$ cat config.mk
export PLATFORM = sky130hd
export DESIGN_NAME = rgb_to_hsl_convert_top
export DESIGN_NICKNAME = d
export VERILOG_FILES = /design/src/rtl/core/rhc_pkg.sv /design/src/rtl/core/rgb_to_hsl_convert_top.sv /design/src/rtl/core/rhc_div.sv
export VERILOG_INCLUDE_DIRS = /design/src /design/src/rtl/core
export SDC_FILE = /design/constraint.sdc
export NUM_CORES = 2
export LEC_CHECK = 0
export BUFFER_PORTS_ARGS = -buffer_cell sky130_fd_sc_hd__buf_2
export CAP_MARGIN = 20
export CORE_UTILIZATION = 56
export DETAILED_ROUTE_END_ITERATION = 16
export GPL_ROUTABILITY_DRIVEN = 0
export GPL_TIMING_DRIVEN = 0
export PLACE_DENSITY = 0.73
export SETUP_SLACK_MARGIN = 0.5
export SYNTH_ARGS = -nofsm -noshare
export SYNTH_HDL_FRONTEND = slang
export SYNTH_SLANG_ARGS = --single-unit
$ cat constraint.sdc
create_clock -name clock -period 43.8 [get_ports clock]
set_input_delay 8.76 -clock clock [delete_from_list [all_inputs] [get_ports clock]]
set_output_delay 8.76 -clock clock [all_outputs]
set_load 0.005 [all_outputs]
$ cat src/rtl/core/rgb_to_hsl_convert_top_defines.svh
// ----------------------------------------------------------------------------
// RGB to HSL converter assertion macros
// Shared property wrappers, clocked on clock and held off during reset.
// ----------------------------------------------------------------------------
`ifndef RGB_TO_HSL_CONVERT_TOP_DEFINES_SVH
`define RGB_TO_HSL_CONVERT_TOP_DEFINES_SVH

// Same-cycle implication.
`define RHC_ASSERT_IMPLY(lbl, cond, conseq) \
   lbl: assert property (@(posedge clock) disable iff (reset) (cond) |-> (conseq)) \
      else $error("rhc assertion failed");

// Next-cycle implication.
`define RHC_ASSERT_NEXT(lbl, cond, conseq) \
   lbl: assert property (@(posedge clock) disable iff (reset) (cond) |=> (conseq)) \
      else $error("rhc assertion failed");

`endif

$ cat src/rtl/core/rhc_pkg.sv
// ----------------------------------------------------------------------------
// RGB to HSL converter package
// Field widths, hue angle constants and the sideband carried past the divider.
// ----------------------------------------------------------------------------
package rhc_pkg;

   localparam int CHAN_W = 8;
   localparam int SUM_W  = 9;
   localparam int HUE_W  = 15;
   localparam int SAT_W  = 16;
   localparam int NUM_W  = 24;
   localparam int DEN_W  = 8;
   localparam int QUO_W  = 16;
   localparam int IN_DATA_W  = 24;
   localparam int OUT_DATA_W = 40;

   // Hue angles in 1/64 degree units.
   localparam logic [HUE_W-1:0] HUE_120 = 15'd7680;
   localparam logic [HUE_W-1:0] HUE_240 = 15'd15360;
   localparam logic [HUE_W-1:0] HUE_360 = 15'd23040;
   localparam logic [11:0]      HUE_60  = 12'd3840;

   localparam logic [SUM_W-1:0] SUM_HALF = 9'd255;
   localparam logic [SUM_W-1:0] SUM_FULL = 9'd510;

   typedef enum logic [1:0] {
      MAX_RED,
      MAX_GREEN,
      MAX_BLUE
   } max_sel_type;

   typedef struct packed {
      max_sel_type      sel;
      logic             neg;
      logic             grey;
      logic [SUM_W-1:0] sum;
      logic             eof;
   } side_type;

endpackage

$ cat src/rtl/core/rgb_to_hsl_convert_top.sv
// ----------------------------------------------------------------------------
// RGB to HSL converter
// Converts one 8-bit RGB pixel per beat to hue, saturation and lightness sum.
// ----------------------------------------------------------------------------
//  Channel  Ports     Beat contents
//  input    req_*     tdata: red, green, blue; tlast: end of frame
//  result   rsp_*     tdata: hue, saturation, lightness sum; tlast: frame done
//
// One pixel enters per clock while req_tready is high. Stage 1, stage 2, the divider stages
// and the result register follow in that order; the divider takes two quotient bits a stage by default.
// Reset clears all valid bits; payload registers are not reset.
// The whole pipeline advances whenever the result register is empty or taken,
// so req_tready drops only while a held result waits on rsp_tready.
// ----------------------------------------------------------------------------
`include "rgb_to_hsl_convert_top_defines.svh"

module rgb_to_hsl_convert_top #(
   parameter int DIV_BITS_PER_STAGE = 2
) (
   input  logic                             clock,
   input  logic                             reset,
   input  logic                             req_tvalid,
   output logic                             req_tready,
   input  logic [rhc_pkg::IN_DATA_W-1:0]    req_tdata,  // red, green, blue
   input  logic                             req_tlast,
   output logic                             rsp_tvalid,
   input  logic                             rsp_tready,
   output logic [rhc_pkg::OUT_DATA_W-1:0]   rsp_tdata,  // hue, saturation, lightness_sum
   output logic                             rsp_tlast
);
   import rhc_pkg::*;

   logic advance;

   // Stage 1: max, min and the channel difference for the hue.
   logic [CHAN_W-1:0] red, green, blue;
   max_sel_type       s1_sel_in;
   logic [CHAN_W-1:0] s1_max_in, s1_min_in, s1_a_in, s1_b_in;
   logic              s1_vld_ff;
   max_sel_type       s1_sel_ff;
   logic              s1_neg_ff;
   logic [CHAN_W-1:0] s1_mag_ff;
   logic [CHAN_W-1:0] s1_delta_ff;
   logic [SUM_W-1:0]  s1_sum_ff;
   logic              s1_eof_ff;

   // Stage 2: numerators and denominators for both divisions.
   logic              s2_vld_ff;
   logic [NUM_W-1:0]  s2_hue_num_ff, s2_sat_num_ff;
   logic [DEN_W-1:0]  s2_hue_den_ff, s2_sat_den_ff;
   side_type          s2_side_ff;
   logic [DEN_W-1:0]  s2_sat_den_in;

   logic              div_vld;
   logic [QUO_W-1:0]  div_hue_q, div_sat_q;
   side_type          div_side;

   logic [HUE_W-1:0]  hue_q;
   logic [HUE_W-1:0]  hue_in;
   logic [SAT_W-1:0]  sat_in;
   logic              rsp_tvalid_ff;
   logic [OUT_DATA_W-1:0] rsp_tdata_ff;
   logic              rsp_tlast_ff;

   assign advance    = ~rsp_tvalid_ff | rsp_tready;
   assign req_tready = advance;

   assign red   = req_tdata[7:0];
   assign green = req_tdata[15:8];
   assign blue  = req_tdata[23:16];

   always_comb begin
      if (red >= green && red >= blue) begin
         s1_sel_in = MAX_RED;
         s1_max_in = red;
         s1_a_in   = green;
         s1_b_in   = blue;
      end else if (green >= blue) begin
         s1_sel_in = MAX_GREEN;
         s1_max_in = green;
         s1_a_in   = blue;
         s1_b_in   = red;
      end else begin
         s1_sel_in = MAX_BLUE;
         s1_max_in = blue;
         s1_a_in   = red;
         s1_b_in   = green;
      end
      s1_min_in = red;
      if (green < s1_min_in) begin
         s1_min_in = green;
      end
      if (blue < s1_min_in) begin
         s1_min_in = blue;
      end
   end

   always_ff @(posedge clock) begin
      if (reset) begin
         s1_vld_ff <= 1'b0;
      end else if (advance) begin
         s1_vld_ff <= req_tvalid;
      end
      if (advance) begin
         s1_sel_ff   <= s1_sel_in;
         s1_neg_ff   <= s1_a_in < s1_b_in;
         s1_mag_ff   <= (s1_a_in < s1_b_in) ? s1_b_in - s1_a_in : s1_a_in - s1_b_in;
         s1_delta_ff <= s1_max_in - s1_min_in;
         s1_sum_ff   <= {1'b0, s1_max_in} + {1'b0, s1_min_in};
         s1_eof_ff   <= req_tlast;
      end
   end

   // Above half lightness the saturation is taken against 510 minus the sum.
   always_comb begin
      if (s1_sum_ff <= SUM_HALF) begin
         s2_sat_den_in = s1_sum_ff[DEN_W-1:0];
      end else begin
         s2_sat_den_in = DEN_W'(SUM_FULL - s1_sum_ff);
      end
   end

   always_ff @(posedge clock) begin
      if (reset) begin
         s2_vld_ff <= 1'b0;
      end else if (advance) begin
         s2_vld_ff <= s1_vld_ff;
      end
      if (advance) begin
         s2_hue_num_ff   <= NUM_W'(HUE_60) * NUM_W'(s1_mag_ff);
         s2_sat_num_ff   <= {s1_delta_ff, 16'h0000} - NUM_W'(s1_delta_ff);
         s2_hue_den_ff   <= s1_delta_ff;
         s2_sat_den_ff   <= s2_sat_den_in;
         s2_side_ff.sel  <= s1_sel_ff;
         s2_side_ff.neg  <= s1_neg_ff;
         s2_side_ff.grey <= s1_delta_ff == '0;
         s2_side_ff.sum  <= s1_sum_ff;
         s2_side_ff.eof  <= s1_eof_ff;
      end
   end

   rhc_div #(
      .BITS_PER_STAGE (DIV_BITS_PER_STAGE)
   ) u_div (
      .clock     (clock),
      .reset     (reset),
      .advance   (advance),
      .in_valid  (s2_vld_ff),
      .in_num_a  (s2_hue_num_ff),
      .in_den_a  (s2_hue_den_ff),
      .in_num_b  (s2_sat_num_ff),
      .in_den_b  (s2_sat_den_ff),
      .in_side   (s2_side_ff),
      .out_valid (div_vld),
      .out_quo_a (div_hue_q),
      .out_quo_b (div_sat_q),
      .out_side  (div_side)
   );

   // The hue quotient never exceeds 3840 but for grey pixels, so 15 bits hold every hue used.
   assign hue_q = div_hue_q[HUE_W-1:0];

   always_comb begin
      case (div_side.sel)
         MAX_RED:   hue_in = div_side.neg ? HUE_360 - hue_q : hue_q;
         MAX_GREEN: hue_in = div_side.neg ? HUE_120 - hue_q : HUE_120 + hue_q;
         MAX_BLUE:  hue_in = div_side.neg ? HUE_240 - hue_q : HUE_240 + hue_q;
         default:   hue_in = '0;
      endcase
      sat_in = div_sat_q;
      if (div_side.grey) begin
         hue_in = '0;
         sat_in = '0;
      end
   end

   always_ff @(posedge clock) begin
      if (reset) begin
         rsp_tvalid_ff <= 1'b0;
      end else if (advance) begin
         rsp_tvalid_ff <= div_vld;
      end
      if (advance) begin
         rsp_tdata_ff <= {div_side.sum, sat_in, hue_in};
         rsp_tlast_ff <= div_side.eof;
      end
   end

   assign rsp_tvalid = rsp_tvalid_ff;
   assign rsp_tdata  = rsp_tdata_ff;
   assign rsp_tlast  = rsp_tlast_ff;

   `RHC_ASSERT_IMPLY(a_ready_when_empty, !rsp_tvalid, req_tready)
   `RHC_ASSERT_IMPLY(a_hue_range, rsp_tvalid, rsp_tdata[14:0] <= HUE_360)
   `RHC_ASSERT_IMPLY(a_sat_not_grey, rsp_tvalid && rsp_tdata[30:15] != '0, rsp_tdata[39:31] != '0 && rsp_tdata[39:31] != SUM_FULL)
   `RHC_ASSERT_NEXT(a_hold_on_stall, rsp_tvalid && !rsp_tready, rsp_tvalid && !req_tready == !rsp_tready)

endmodule

$ cat src/rtl/core/rhc_div.sv
// ----------------------------------------------------------------------------
// RGB to HSL converter divider pipeline
// Two restoring dividers side by side, BITS_PER_STAGE quotient bits per stage.
// ----------------------------------------------------------------------------
module rhc_div #(
   parameter int BITS_PER_STAGE = 2
) (
   input  logic                        clock,
   input  logic                        reset,
   input  logic                        advance,
   input  logic                        in_valid,
   input  logic [rhc_pkg::NUM_W-1:0]   in_num_a,
   input  logic [rhc_pkg::DEN_W-1:0]   in_den_a,
   input  logic [rhc_pkg::NUM_W-1:0]   in_num_b,
   input  logic [rhc_pkg::DEN_W-1:0]   in_den_b,
   input  rhc_pkg::side_type           in_side,
   output logic                        out_valid,
   output logic [rhc_pkg::QUO_W-1:0]   out_quo_a,
   output logic [rhc_pkg::QUO_W-1:0]   out_quo_b,
   output rhc_pkg::side_type           out_side
);
   import rhc_pkg::*;

   localparam int STAGES = QUO_W / BITS_PER_STAGE;

   logic [STAGES-1:0] vld_ff;
   logic [NUM_W-1:0]  rem_ff  [STAGES][2];
   logic [QUO_W-1:0]  quo_ff  [STAGES][2];
   logic [DEN_W-1:0]  den_ff  [STAGES][2];
   side_type          side_ff [STAGES];

   for (genvar s = 0; s < STAGES; s++) begin : g_stage
      logic             vld_src;
      side_type         side_src;
      logic [NUM_W-1:0] rem_src [2];
      logic [QUO_W-1:0] quo_src [2];
      logic [DEN_W-1:0] den_src [2];
      logic [NUM_W-1:0] rem_in  [2];
      logic [QUO_W-1:0] quo_in  [2];
      logic [NUM_W:0]   trial;

      if (s == 0) begin : g_first
         assign vld_src    = in_valid;
         assign side_src   = in_side;
         assign rem_src[0] = in_num_a;
         assign rem_src[1] = in_num_b;
         assign den_src[0] = in_den_a;
         assign den_src[1] = in_den_b;
         assign quo_src[0] = '0;
         assign quo_src[1] = '0;
      end else begin : g_next
         assign vld_src    = vld_ff[s-1];
         assign side_src   = side_ff[s-1];
         assign rem_src[0] = rem_ff[s-1][0];
         assign rem_src[1] = rem_ff[s-1][1];
         assign den_src[0] = den_ff[s-1][0];
         assign den_src[1] = den_ff[s-1][1];
         assign quo_src[0] = quo_ff[s-1][0];
         assign quo_src[1] = quo_ff[s-1][1];
      end

      // Each step tries the divisor at the next lower quotient weight.
      always_comb begin
         trial = '0;
         for (int l = 0; l < 2; l++) begin
            rem_in[l] = rem_src[l];
            quo_in[l] = quo_src[l];
            for (int k = 0; k < BITS_PER_STAGE; k++) begin
               trial = {1'b0, rem_in[l]} -
                       ({1'b0, NUM_W'(den_src[l])} << (QUO_W - 1 - (s * BITS_PER_STAGE + k)));
               if (!trial[NUM_W]) begin
                  rem_in[l] = trial[NUM_W-1:0];
               end
               quo_in[l] = {quo_in[l][QUO_W-2:0], ~trial[NUM_W]};
            end
         end
      end

      always_ff @(posedge clock) begin
         if (reset) begin
            vld_ff[s] <= 1'b0;
         end else if (advance) begin
            vld_ff[s] <= vld_src;
         end
         if (advance) begin
            side_ff[s] <= side_src;
            for (int l = 0; l < 2; l++) begin
               rem_ff[s][l] <= rem_in[l];
               quo_ff[s][l] <= quo_in[l];
               den_ff[s][l] <= den_src[l];
            end
         end
      end
   end

   assign out_valid = vld_ff[STAGES-1];
   assign out_quo_a = quo_ff[STAGES-1][0];
   assign out_quo_b = quo_ff[STAGES-1][1];
   assign out_side  = side_ff[STAGES-1];

endmodule
---- Word level (Yosys, flattened, before mapping) ----
Memories as Yosys holds them, arrays and structs flattened.
Cells that the tools add are included.
cells by class
  eq/ne operators ......................... 2
  $lt $le $gt $ge ......................... 7
  muxes and demuxes ....................... 49
  add/subtract/negate cells ............... 43
  $mul .................................... 1
  bitwise logic cells ..................... 34
  reductions and logical operators ........ 3
operator list
  cell              count
  $mux W24          32
  $mux W8           10
  $sub A24 B10 Y25  2
  $sub A24 B11 Y25  2
  $sub A24 B12 Y25  2
  $sub A24 B13 Y25  2
  $sub A24 B14 Y25  2
  $sub A24 B15 Y25  2
  $sub A24 B16 Y25  2
  $sub A24 B17 Y25  2
  $sub A24 B18 Y25  2
  $sub A24 B19 Y25  2
  $sub A24 B20 Y25  2
  $sub A24 B21 Y25  2
  $sub A24 B22 Y25  2
  $sub A24 B8 Y25   2
  $sub A24 B9 Y25   2
  $mux W15          3
  $pmux W15 S3      1
  $not A1 Y1        33
  $sub A24 B23 Y25  1
  $ge A8 B8 Y1      3
  $lt A8 B8 Y1      3
  $sub A20 B23 Y24  1
  other kinds (19)  22
word-level totals
  RAM bits ................................ 880
  bits of input ports ..................... 29
  output and inout port bits .............. 43
  memories ................................ 4
  bits in registers ....................... 147
  word-level logic and storage cells ...... 172
memories
  memory         words  bits a word  read ports  clocked after memory_dff  wr ports  line           RTL
  u_div.rem_ff   8      48           7           0                         8         rhc_div.sv:27  logic [NUM_W-1:0] rem_ff [STAGES][2];
  u_div.quo_ff   8      32           8           0                         8         rhc_div.sv:28  logic [QUO_W-1:0] quo_ff [STAGES][2];
  u_div.den_ff   8      16           7           0                         8         rhc_div.sv:29  logic [DEN_W-1:0] den_ff [STAGES][2];
  u_div.side_ff  8      14           8           0                         8         rhc_div.sv:30  side_type side_ff [STAGES];

---- Logic depth before layout (Yosys ltp) ----
  depth in word-level cells ............... 5
  gate-level depth with buffers ........... 25
  depth with buffers taken out ............ 24

---- Hierarchy ----
A second synthesis with hierarchy kept.
unflattened totals
  cells, all modules ...................... 4375
  area, all modules ....................... 49570.0 µm²
modules (own cells, without submodules)
  module                  sequential area each (µm²)  cells an instance  area an instance (µm²)  instances
  rhc_div                 21300.4                     3575               40739.1                 1
  rgb_to_hsl_convert_top  3993.8                      800                8831.0                  1

---- Worst setup path before layout ----
No wires, ideal clock.
  path type ............................... input port to output port
  start point ............................. input rsp_tready
  end point ............................... output req_tready
  required time ........................... 35.040 ns
  stages .................................. 3
  slack ................................... 5.398 ns
  path buffers ............................ 1
  data arrival time ....................... 29.642 ns
  cell sequence ........................... nor2b_1 -> inv_1 -> clkbuf_1
on the way
  longest elaborated chain between the ends .. 1
ends and longest elaborated chain
  element       line                          RTL
  from (decl)   rgb_to_hsl_convert_top.sv:27  input logic rsp_tready,
  $or A1 B1 Y1  rgb_to_hsl_convert_top.sv:65  assign advance = ~rsp_tvalid_ff | rsp_tready;
  to (decl)     rgb_to_hsl_convert_top.sv:23  output logic req_tready,
No other way between the ends.

---- Final worst setup path ----
Same ends and word-level chain as after synthesis.

==> metrics.md <==
| Metric | Value |
|---|---|
| Hold Fails Final Rpt | `0` |
| DR iter-0 viols | `1540` |
| Seq cells post-synth | `772` |
| Filler instances | `6272` |
| I/O pin cnt | `72` |
| Mean Syn Cell Area | `11.0 sq um` |
| Core area | `80800 sq um` |
| Failing checks | `DRC` |
| Gr ovfl total | `0` |
| Ys Warns | `0` |
| FMAX | `0.0523 GHz` |
| CTS Hold Bufs | `0` |
| Initial Util | `0.568` |
| RSZ-0062 raised after global routing | `false` |
| Vias in the first global route | `30000` |
| Placed insts | `5302` |
| Critical path's top delay family | `buffers and inverters` |
| Die area | `83100 sq um` |
| Detailed Route WL | `82.3 mm` |
| Final nets | `4733` |
| Slew HR | `0.316` |
| Worst-Margin Slew | `1.03 ns` |
| Drt pass-1 iters | `13` |
| Postcts setup bufs | `0` |
| Final hold slack | `0.407 ns` |
| Hold Path Class | `flop to flop` |
| Port bufs | `71` |
| DR vias/cell | `5.64` |
| Syn Nets | `4565` |
| Crit path cell chain | `buf_2 > nor2b_1 > inv_1 > clkbuf_4 > buf_16 > buf_16 > buf_2` |
| Clock root cell | `clkbuf_16` |
| H-Tree Level Count | `3` |
| Async S/R FF share, synth | `0` |
| Status | `finished with violations` |
| Fin crit share | `0.436` |
| Sequential-to-total area share from yosys stat | `0.503` |
| CP arrival | `10.35 ns` |
| Number of setup violations in the final report | `0` |
| Post-CTS sizing | `0` |
| Synth top area cells | `edfxtp_1 (50%), ha_1 (9.1%), xnor2_1 (3.5%)` |
| CTS Sinks | `772` |
| Crit path time final | `19.11 ns` |
| Post-DP Area | `47900 sq um` |
| Final std cells w/o fill | `5454` |
| Max Slew Vio Count | `0` |
| Post-route ant nets | `0` |
| Share of the synthesized area in the top cell type | `0.498` |
| EDFF count, synth | `761` |
| Vias | `30700` |
| Setup_tns | `0 ns` |
| Die Y | `288 um` |
| Critical path class | `input pin to primary output` |
| Worst setup SP type | `input pin` |
| Num CTS Buffers | `81` |
| Slowest stage delay, CP | `0.51 ns` |
| Largest area contributor in the netlist | `edfxtp_1` |
| Routed wire length per instance | `15.1 um` |
| P&R area growth vs syn | `10.4%` |
| Syn Inst Count | `4158` |
| Design area | `50600 sq um` |
| Worst clock skew | `0.0240 ns` |
| CP endpoint kind | `primary output` |
| CP bufs+invs | `6` |
| Worst-Skew Late Latency | `0.64 ns` |
| Crit-path max FO | `63` |
| Netlist cell types | `97` |
| Layout cells sized above 1 | `0.0812` |
| Clk buf depth | `3` |
| First-pass GRT wire length | `139 mm` |
| Slowest cell on the critical path | `clkbuf_4` |
| Main synth FF type | `edfxtp_1` |
| Die W | `288 um` |
| Residual DRC | `6` |
| ANT cells | `0` |
| Cell Area, Synth | `45900 sq um` |
| Largest net degree at the start of global routing | `74` |
| Most frequent cells in the layout | `edfxtp_1 (761), nor2_1 (359), ha_1 (334), inv_1 (309), a21oi_1 (290)` |
| Most common cell after layout, fill and taps aside | `edfxtp_1` |
| Initial antenna violation count | `1` |
| Dpl hpwl | `61.8 mm` |
| CTS tree | `yes` |
| Max-Cap Viols | `0` |
| CTS clock-pin slew for the worst setup and hold paths | `0.06 ns` |
| WP data required | `35.04 ns` |
| Total track usage | `0.200` |
| # rows | `104` |
-- per-stage QoR --
stage                     worst slack [ns]  utilization
after floorplan                       5.40            -
after global placement               -3.96        0.589
after detailed placement             24.65        0.593
after CTS                            24.65        0.627
after global routing                 24.55        0.627
final                                24.69        0.627
-- worst paths after layout --
| kind | from | to | slack (ns) | cells after the start |
|---|---|---|---|---|
| worst max-delay path | rsp_tready | req_tready | 24.69 | 7 |
| worst min-delay path | u_div.quo_ff[1][58]$_DFFE_PP_ | u_div.quo_ff[1][92]$_DFFE_PP_ | 0.41 | 0 |
| worst max register to register | u_div.den_ff[1][17]$_DFFE_PP_ | u_div.rem_ff[1][12]$_DFFE_PP_ | 37.23 | 21 |
| worst min register to register | u_div.quo_ff[1][58]$_DFFE_PP_ | u_div.quo_ff[1][92]$_DFFE_PP_ | 0.41 | 0 |
-- cells by family after synthesis --
family          count (synthesis)  synth area share
compound gates               1004             0.138
flops                         772             0.503
other cells                     1         0.0000817
mux                           143            0.0334
xor+xnor                      275            0.0525
buf+inv                       390            0.0324
fa+ha+maj                     379             0.111
simple gates                 1194             0.130
-- layout make-up --
| type | instances | area, sq um | area share |
|---|---|---|---|
| plain buffers | 77 | 317 | 0.00625 |
| well taps | 1060 | 1330 | 0.0262 |
| multi-input cells | 2996 | 21300 | 0.421 |
| clock inverters | 50 | 609 | 0.0120 |
| repair buffers | 85 | 688 | 0.0136 |
| inverters | 313 | 1170 | 0.0232 |
| clock buffers | 101 | 2140 | 0.0423 |
| flip-flops and latches | 772 | 23100 | 0.456 |
-- registers in the layout, summed over array words and instances (netlist names), 2 cells and up --
register               cells
s2_hue_den_ff              7
s1_sel_ff                  2
u_div.g_stage.vld_src      7
s1_delta_ff                8
u_div.side_ff            104
s2_sat_num_ff             23
s1_sum_ff                  8
s1_mag_ff                  8
rsp_tdata                 40
s2_side_ff                13
s2_sat_den_ff              7
s2_hue_num_ff             12
u_div.quo_ff             136
u_div.den_ff             106
u_div.rem_ff             284
-- synthesized netlist by cell type (11+ instances only) --
cell type    n
o211ai_1    22
or4_1       23
fa_1        44
and3_1      22
inv_1      309
nor3_1      88
and2_1      27
nor2_1     359
or2_2       27
ha_1       334
mux2i_1     66
edfxtp_1   761
a31oi_1     26
nor2b_1     96
o21bai_1    37
nand2_1    269
a21oi_1    290
xnor2_1    182
or3_1       43
xor2_1      93
mux2_2      69
a21o_1      96
nand3_1     47
o21ai_0    244
a211oi_1    43
nand3b_1    16
a21boi_0    20
nand4_1     24
nor4_1      38
clkbuf_1    65
o21a_1      62
o31ai_1     40
nand2b_1    58
dfxtp_1     11
-- metal layers --
layer / part of all wire / GRT usage
met4: 0.022 / 0.0634
met5: 0.00012 / 0
met1: 0.42 / 0.239
met2: 0.52 / 0.372
met3: 0.034 / 0.0258
Power is not shown: default switching activity piles up to over one toggle a cycle in this logic, so the estimate is an artifact.
